## src/rtl/tns_pkg.sv

```systemverilog
// Shared types, constants and command/status structs of the note sequencer.
`timescale 1ns / 1ps

package tns_pkg;

    localparam int TABLE_DEPTH = 256;
    localparam int SPEED_UNIT  = 500;

    localparam int ADDR_W  = $clog2(TABLE_DEPTH);
    localparam int POS_W   = 9;
    localparam int TICK_W  = 32;
    localparam int NOTE_W  = 16;
    localparam int CNT_W   = 9;
    localparam int SPEED_W = 16;
    localparam int CFG_W   = 16;
    localparam int CFG_IDX_W = 1;
    localparam int PROD_W  = 2 * NOTE_W;

    localparam logic [CFG_IDX_W-1:0] CFG_NOTE_COUNT  = 1'b0;
    localparam logic [CFG_IDX_W-1:0] CFG_SPEED_SCALE = 1'b1;

    localparam logic [SPEED_W-1:0] SPEED_RESET = SPEED_W'(500);

    // Division by SPEED_UNIT is a multiplication by a rounded-up reciprocal.
    localparam int RECIP_SHIFT = PROD_W + $clog2(SPEED_UNIT);
    localparam logic [64:0] RECIP_FULL =
        ((65'd1 << RECIP_SHIFT) + 65'(SPEED_UNIT) - 65'd1) / 65'(SPEED_UNIT);
    localparam logic [PROD_W:0] RECIP = RECIP_FULL[PROD_W:0];
    localparam int RECIP_LO_W = 16;
    localparam int RECIP_HI_W = PROD_W + 1 - RECIP_LO_W;
    localparam logic [RECIP_LO_W-1:0] RECIP_LO = RECIP[RECIP_LO_W-1:0];
    localparam logic [RECIP_HI_W-1:0] RECIP_HI = RECIP[PROD_W:RECIP_LO_W];
    localparam int PP_LO_W = PROD_W + RECIP_LO_W;
    localparam int PP_HI_W = PROD_W + RECIP_HI_W;
    localparam int SUM_W   = PP_HI_W + RECIP_LO_W;

    typedef enum logic [1:0] {
        FUNC_TICK  = 2'd0,
        FUNC_WRITE = 2'd1,
        FUNC_PLAY  = 2'd2,
        FUNC_STOP  = 2'd3
    } t_func;

    typedef struct packed {
        logic [NOTE_W-1:0] freq;
        logic [NOTE_W-1:0] volume;
        logic [NOTE_W-1:0] duration;
    } t_note;

    typedef struct packed {
        logic capture;
        logic mem_write;
        logic mem_read;
        logic pos_play;
        logic pos_stop;
        logic mul_p;
        logic mul_lo;
        logic mul_hi;
        logic quot;
        logic load_result;
    } t_dp_cmd;

    typedef struct packed {
        t_func func;
        logic  note_due;
        logic  out_free;
    } t_dp_status;

endpackage

```

## src/rtl/tns_ctrl.sv

```systemverilog
// Controller state machine that sequences each transfer through the datapath.
`timescale 1ns / 1ps

module tns_ctrl
    import tns_pkg::*;
(
    input  logic       i_clk,
    input  logic       i_rst_n,
    input  logic       i_in_valid,
    input  t_dp_status i_status,
    output logic       o_in_stall,
    output t_dp_cmd    o_cmd
);

    typedef enum logic [2:0] {
        S_IDLE,
        S_DECODE,
        S_MUL_P,
        S_MUL_LO,
        S_MUL_HI,
        S_QUOT,
        S_RESULT
    } t_state;

    t_state r_state;
    t_state n_state;

    always_comb begin
        n_state = r_state;
        o_cmd   = '0;
        case (r_state)
            S_IDLE: begin
                if (i_in_valid) begin
                    o_cmd.capture = 1'b1;
                    n_state       = S_DECODE;
                end
            end
            S_DECODE: begin
                n_state = S_IDLE;
                case (i_status.func)
                    FUNC_WRITE: o_cmd.mem_write = 1'b1;
                    FUNC_PLAY:  o_cmd.pos_play  = 1'b1;
                    FUNC_STOP:  o_cmd.pos_stop  = 1'b1;
                    FUNC_TICK: begin
                        o_cmd.mem_read = 1'b1;
                        n_state = i_status.note_due ? S_MUL_P : S_RESULT;
                    end
                    default: n_state = S_IDLE;
                endcase
            end
            S_MUL_P: begin
                o_cmd.mul_p = 1'b1;
                n_state     = S_MUL_LO;
            end
            S_MUL_LO: begin
                o_cmd.mul_lo = 1'b1;
                n_state      = S_MUL_HI;
            end
            S_MUL_HI: begin
                o_cmd.mul_hi = 1'b1;
                n_state      = S_QUOT;
            end
            S_QUOT: begin
                o_cmd.quot = 1'b1;
                n_state    = S_RESULT;
            end
            S_RESULT: begin
                if (i_status.out_free) begin
                    o_cmd.load_result = 1'b1;
                    n_state           = S_IDLE;
                end
            end
            default: n_state = S_IDLE;
        endcase
    end

    always_ff @(posedge i_clk) begin
        if (!i_rst_n) begin
            r_state <= S_IDLE;
        end else begin
            r_state <= n_state;
        end
    end

    assign o_in_stall = r_state != S_IDLE;

endmodule

```

## config.mk

```make
export PLATFORM = sky130hd
export DESIGN_NAME = tns_ctrl
export DESIGN_NICKNAME = d
export VERILOG_FILES = /design/src/rtl/tns_pkg.sv /design/src/rtl/tns_ctrl.sv
export SDC_FILE = /design/constraint.sdc
export NUM_CORES = 1
export LEC_CHECK = 0
export ABC_AREA = 0
export BUFFER_PORTS_ARGS = -buffer_cell sky130_fd_sc_hd__buf_4
export CAP_MARGIN = 10
export CORE_AREA = 2 2 39 41
export CTS_BUF_LIST = sky130_fd_sc_hd__clkbuf_4 sky130_fd_sc_hd__clkbuf_8 sky130_fd_sc_hd__clkbuf_16
export DETAILED_ROUTE_END_ITERATION = 6
export DIE_AREA = 0 0 41 43
export PLACE_DENSITY = 0.55
export SLEW_MARGIN = 20
export SYNTH_ARGS = -nofsm -noshare
export SYNTH_HDL_FRONTEND = slang
export SYNTH_SLANG_ARGS = --single-unit
```

## constraint.sdc

```tcl
create_clock -name i_clk -period 1.11 [get_ports i_clk]
set_input_delay 0.222 -clock i_clk [delete_from_list [all_inputs] [get_ports i_clk]]
set_output_delay 0.222 -clock i_clk [all_outputs]
set_load 0.1 [all_outputs]
```

-- After elaboration in Yosys (flattened, before gate mapping)
Index checks and enable logic that the tools add are counted.
- ROM bits: 0
- word-level logic and storage cells: 34
- memories: 0
- output and inout bits: 11
- input bits: 7
- register bits after elaboration: 3
- memory bits (writable): 0
- latch bits: 0
- equal/unequal tests: 11
- $lt $le $gt $ge: 0
- multiplexer cells: 18
- shift-type cells: 0
- bitwise logic cells: 0
- reductions and logical operators: 4
- add/sub/neg operators: 0
- multipliers: 0
- divide/modulo/power cells: 0
- operator list (cell ; number):
    3-bit case mux with 7 select lines ; 1
    1-bit two-way mux ; 12
    3-bit two-way mux ; 4
    3-bit == test, second input constant ; 3
    3-bit by 2-bit == test with 1-bit output, second input constant ; 2
    2-bit == test, second input constant ; 2
    4-bit two-way mux ; 1
    2-bit inequality test, second input constant ; 2
    3-bit by 1-bit == test with 1-bit output, second input constant ; 1
    3-bit zero test ; 1
    3-bit nonzero test ; 1
    2-bit by 1-bit == test with 1-bit output, second input constant ; 1
    2-bit zero test ; 1
    2-bit AND reduction ; 1

-- Logic depth before layout (Yosys ltp)
- word-level depth: 3
- gate-level depth with buffers: 4
- mapped depth without buffers: 3

-- Least setup slack after synthesis
No wires, ideal clock.
- kind: flip-flop to output port
- from: register r_state[2]
- to: output port o_cmd[0] (netlist name)
- required time: 0.888 ns
- path buffers: 1
- slack: -1.953 ns
- arrival: 2.841 ns
- stages on the path, launching flop included: 4
- path through: dfxtp_1 buf_2 nand2_1 nor3b_1
- RTL lines (element ; line ; text):
    start: declaration ; tns_ctrl.sv:25 ; t_state r_state;
    start signal: assignment ; tns_ctrl.sv:81 ; r_state <= n_state;
    end: declaration ; tns_ctrl.sv:12 ; output t_dp_cmd o_cmd

==> run metrics <==
Filler Cell Count 125; Worst Setup End Kind primary output; # DRC 0; clk slew on worst S/H paths 0.04 ns; Slew HR about 81%; Ys Warns 0; core area 0.001384 mm²; largest net degree at the start of global routing 7; placed cell areas approximately 540 µm²; detailed-route wire length 816 µm; routed vias between 300 and 400; Die ar. 0.001763 mm²; Min Clock Period, post-route between 1.5 and 2 ns; Fin Hold WS 0.2380 ns; failing checks negative setup slack; met2 usage 20.31%; Cell variety after synth 19; grt met3 use 1.571%; cell area after layout 737.0 µm²; Largest register FFs 3; GRT Util Overall 11.62%; maximum clock frequency 647.5 MHz; Hold Crit Start i_rst_n; fin. max-slew vios 0; Final GP Congestion 0.6275; Yosys reg bits 3; P_leak 0.3015 nW; Worst EP required 0.89 ns; RR Startpoint r_state[1]$_SDFFE_PN0P_; Hold Fails Final Rpt 0; Die X 41 µm; setup repair after global routing missed its margin yes; root buffer cell clkbuf_4; Power Dens Cells 907.1 mW/mm²; syn avg cell area 8.211 µm²; area of the multi-input gates 250.2 µm²; io pins 18; Crit. Startpoint r_state[1]$_SDFFE_PN0P_; status finished, violations left; grt ovf 0; Rows 14; # diodes 0; Detailed Place HPWL just over 600 µm; global-route wire length before repair ~1400 µm; CP Cell Sequence buf_6 -> nor4b_4 -> and2b_4 -> buf_12; syn nets 39; Longest Clk Path Bufs 2; Initial DRT Pass Iterations 2; crit path DAT roughly 1.3 ns; Starting Density about a fifth; slowest CP cell dfxtp_2; share of cells above drive strength 1 between 80 and 90%; Reg area approximately 66 µm²; CP max FO 4; post-route ant nets 0; GR Layer Usage met1 around 12%; TNS Setup -4.118 ns; sequential share of the synthesized area 22.86%; Layout Area Growth over Synthesis 180.5%; final net count 70; commonest cells after routing, fill and taps aside buf_4, buf_12, clkbuf_4; DR WL/cell 10.46 µm; Sink Count 3; Worst Hold Class input port to flop; DIE HEIGHT 43 µm; Worst-Skew Late Latency 0.23 ns; initial antenna violation count 0; Biggest register r_state; most common cell after layout, fill and taps aside buf_4; mapped cell area 262.8 µm²; CTS tree done; Buf/Inv on CP 2; CP Class flop to primary output; crit share post-route 139.1%; vias in the first global route 365; vias per cell approximately 4.3; Fin Clk Skew roughly 0.0021 ns; final setup violation count 12; maximum vdd ir drop 402.7 µV; H-tree depth 1; Largest delay share family, worst path simple AND/OR/NAND/NOR gates; # port buffers 17; final worst setup slack -0.4343 ns; largest registers r_state: 3 flops; Detailed Route Iter0 Violations 2; Worst-Margin Slew 0.2820 ns; Syn Inst Count 32; gr busiest metal met2; Num CTS Buffers 3; Max Cap Viol 0; Startpoint Class flop; slowest stage delay, CP between 0.3 and 0.4 ns; Hold Buf Count CTS 0
[metal layers]
layer	part of all wire, %	up-vias	wire [µm]
met5	0	-	0
met4	0	0	0
met3	4.7	0	38
met2	59	9	480
met1	37	155	298
li1	-	173	-
[report_power, final]
group,switching [mW],internal (mW)
clock network,0.0534,0.159
logic,0.194,0.140
registers,0.00871,0.114
total,0.256,0.413
[timing repair]
| item | 4_1_cts | 5_1_grt |
|---|---|---|
| pin swaps | 5 | 1 |
| buffers inserted | 2 | 2 |
| gates resized for setup | 38 | 0 |
| endpoints found under the setup margin | 12 | 13 |
[synthesized netlist by cell type]
| library cell | instances | share of area (%) |
|---|---|---|
| nor2_1 | 5 | 7.1 |
| nor3b_1 | 4 | 11 |
| dfxtp_1 | 3 | 23 |
| buf_2 | 2 | 3.8 |
| inv_1 | 2 | 2.9 |
| nand2_1 | 2 | 2.9 |
| nor3_1 | 2 | 3.8 |
| a211oi_1 | 1 | 2.9 |
| a221oi_1 | 1 | 3.3 |
| and2_2 | 1 | 2.9 |
| and2b_1 | 1 | 2.9 |
| and3_1 | 1 | 2.4 |
| and3_4 | 1 | 4.3 |
| buf_6 | 1 | 4.3 |
| nor4b_4 | 1 | 9.0 |
| nor4bb_1 | 1 | 3.8 |
| o21ai_0 | 1 | 1.9 |
| o31a_1 | 1 | 3.3 |
| or3_4 | 1 | 4.3 |
[through the flow]
step           instances  util (%)  worst slack, ns  power, mW
2_1_floorplan         32         -          -0.6357     0.3344
3_3_place_gp          71     38.79          -0.2863     0.4019
4_1_cts               77     52.98          -0.4372     0.6796
3_5_place_dp          71     38.79          -0.3118     0.4020
6_report              78     53.25          -0.4343     0.6685
5_1_grt               78     53.25          -0.5049     0.6969
[worst paths after layout]
path                                           endpoint  slack, ns  cells after the start
worst min register to register  r_state[2]$_SDFFE_PN0P_       0.57                      2
worst max register to register  r_state[1]$_SDFFE_PN0P_      -0.21                      5
worst min-delay path            r_state[1]$_SDFFE_PN0P_       0.24                      2
worst max-delay path                           o_cmd[7]      -0.43                      4
[logic make-up after synthesis]
family / after synthesis / synth area share [%]
simple gates: 20 / 54.77
flops: 3 / 22.86
buf+inv: 5 / 10.95
compound gates: 4 / 11.43
[area by class of cell]
type,instances,share of cell area (%)
timing repair buffer,29,48.73
clock buffer,4,4.075
tap,16,2.716
inverter,2,1.528
multi-input combinational,24,33.96
sequential,3,8.998
(Power assumes the default switching activity.)
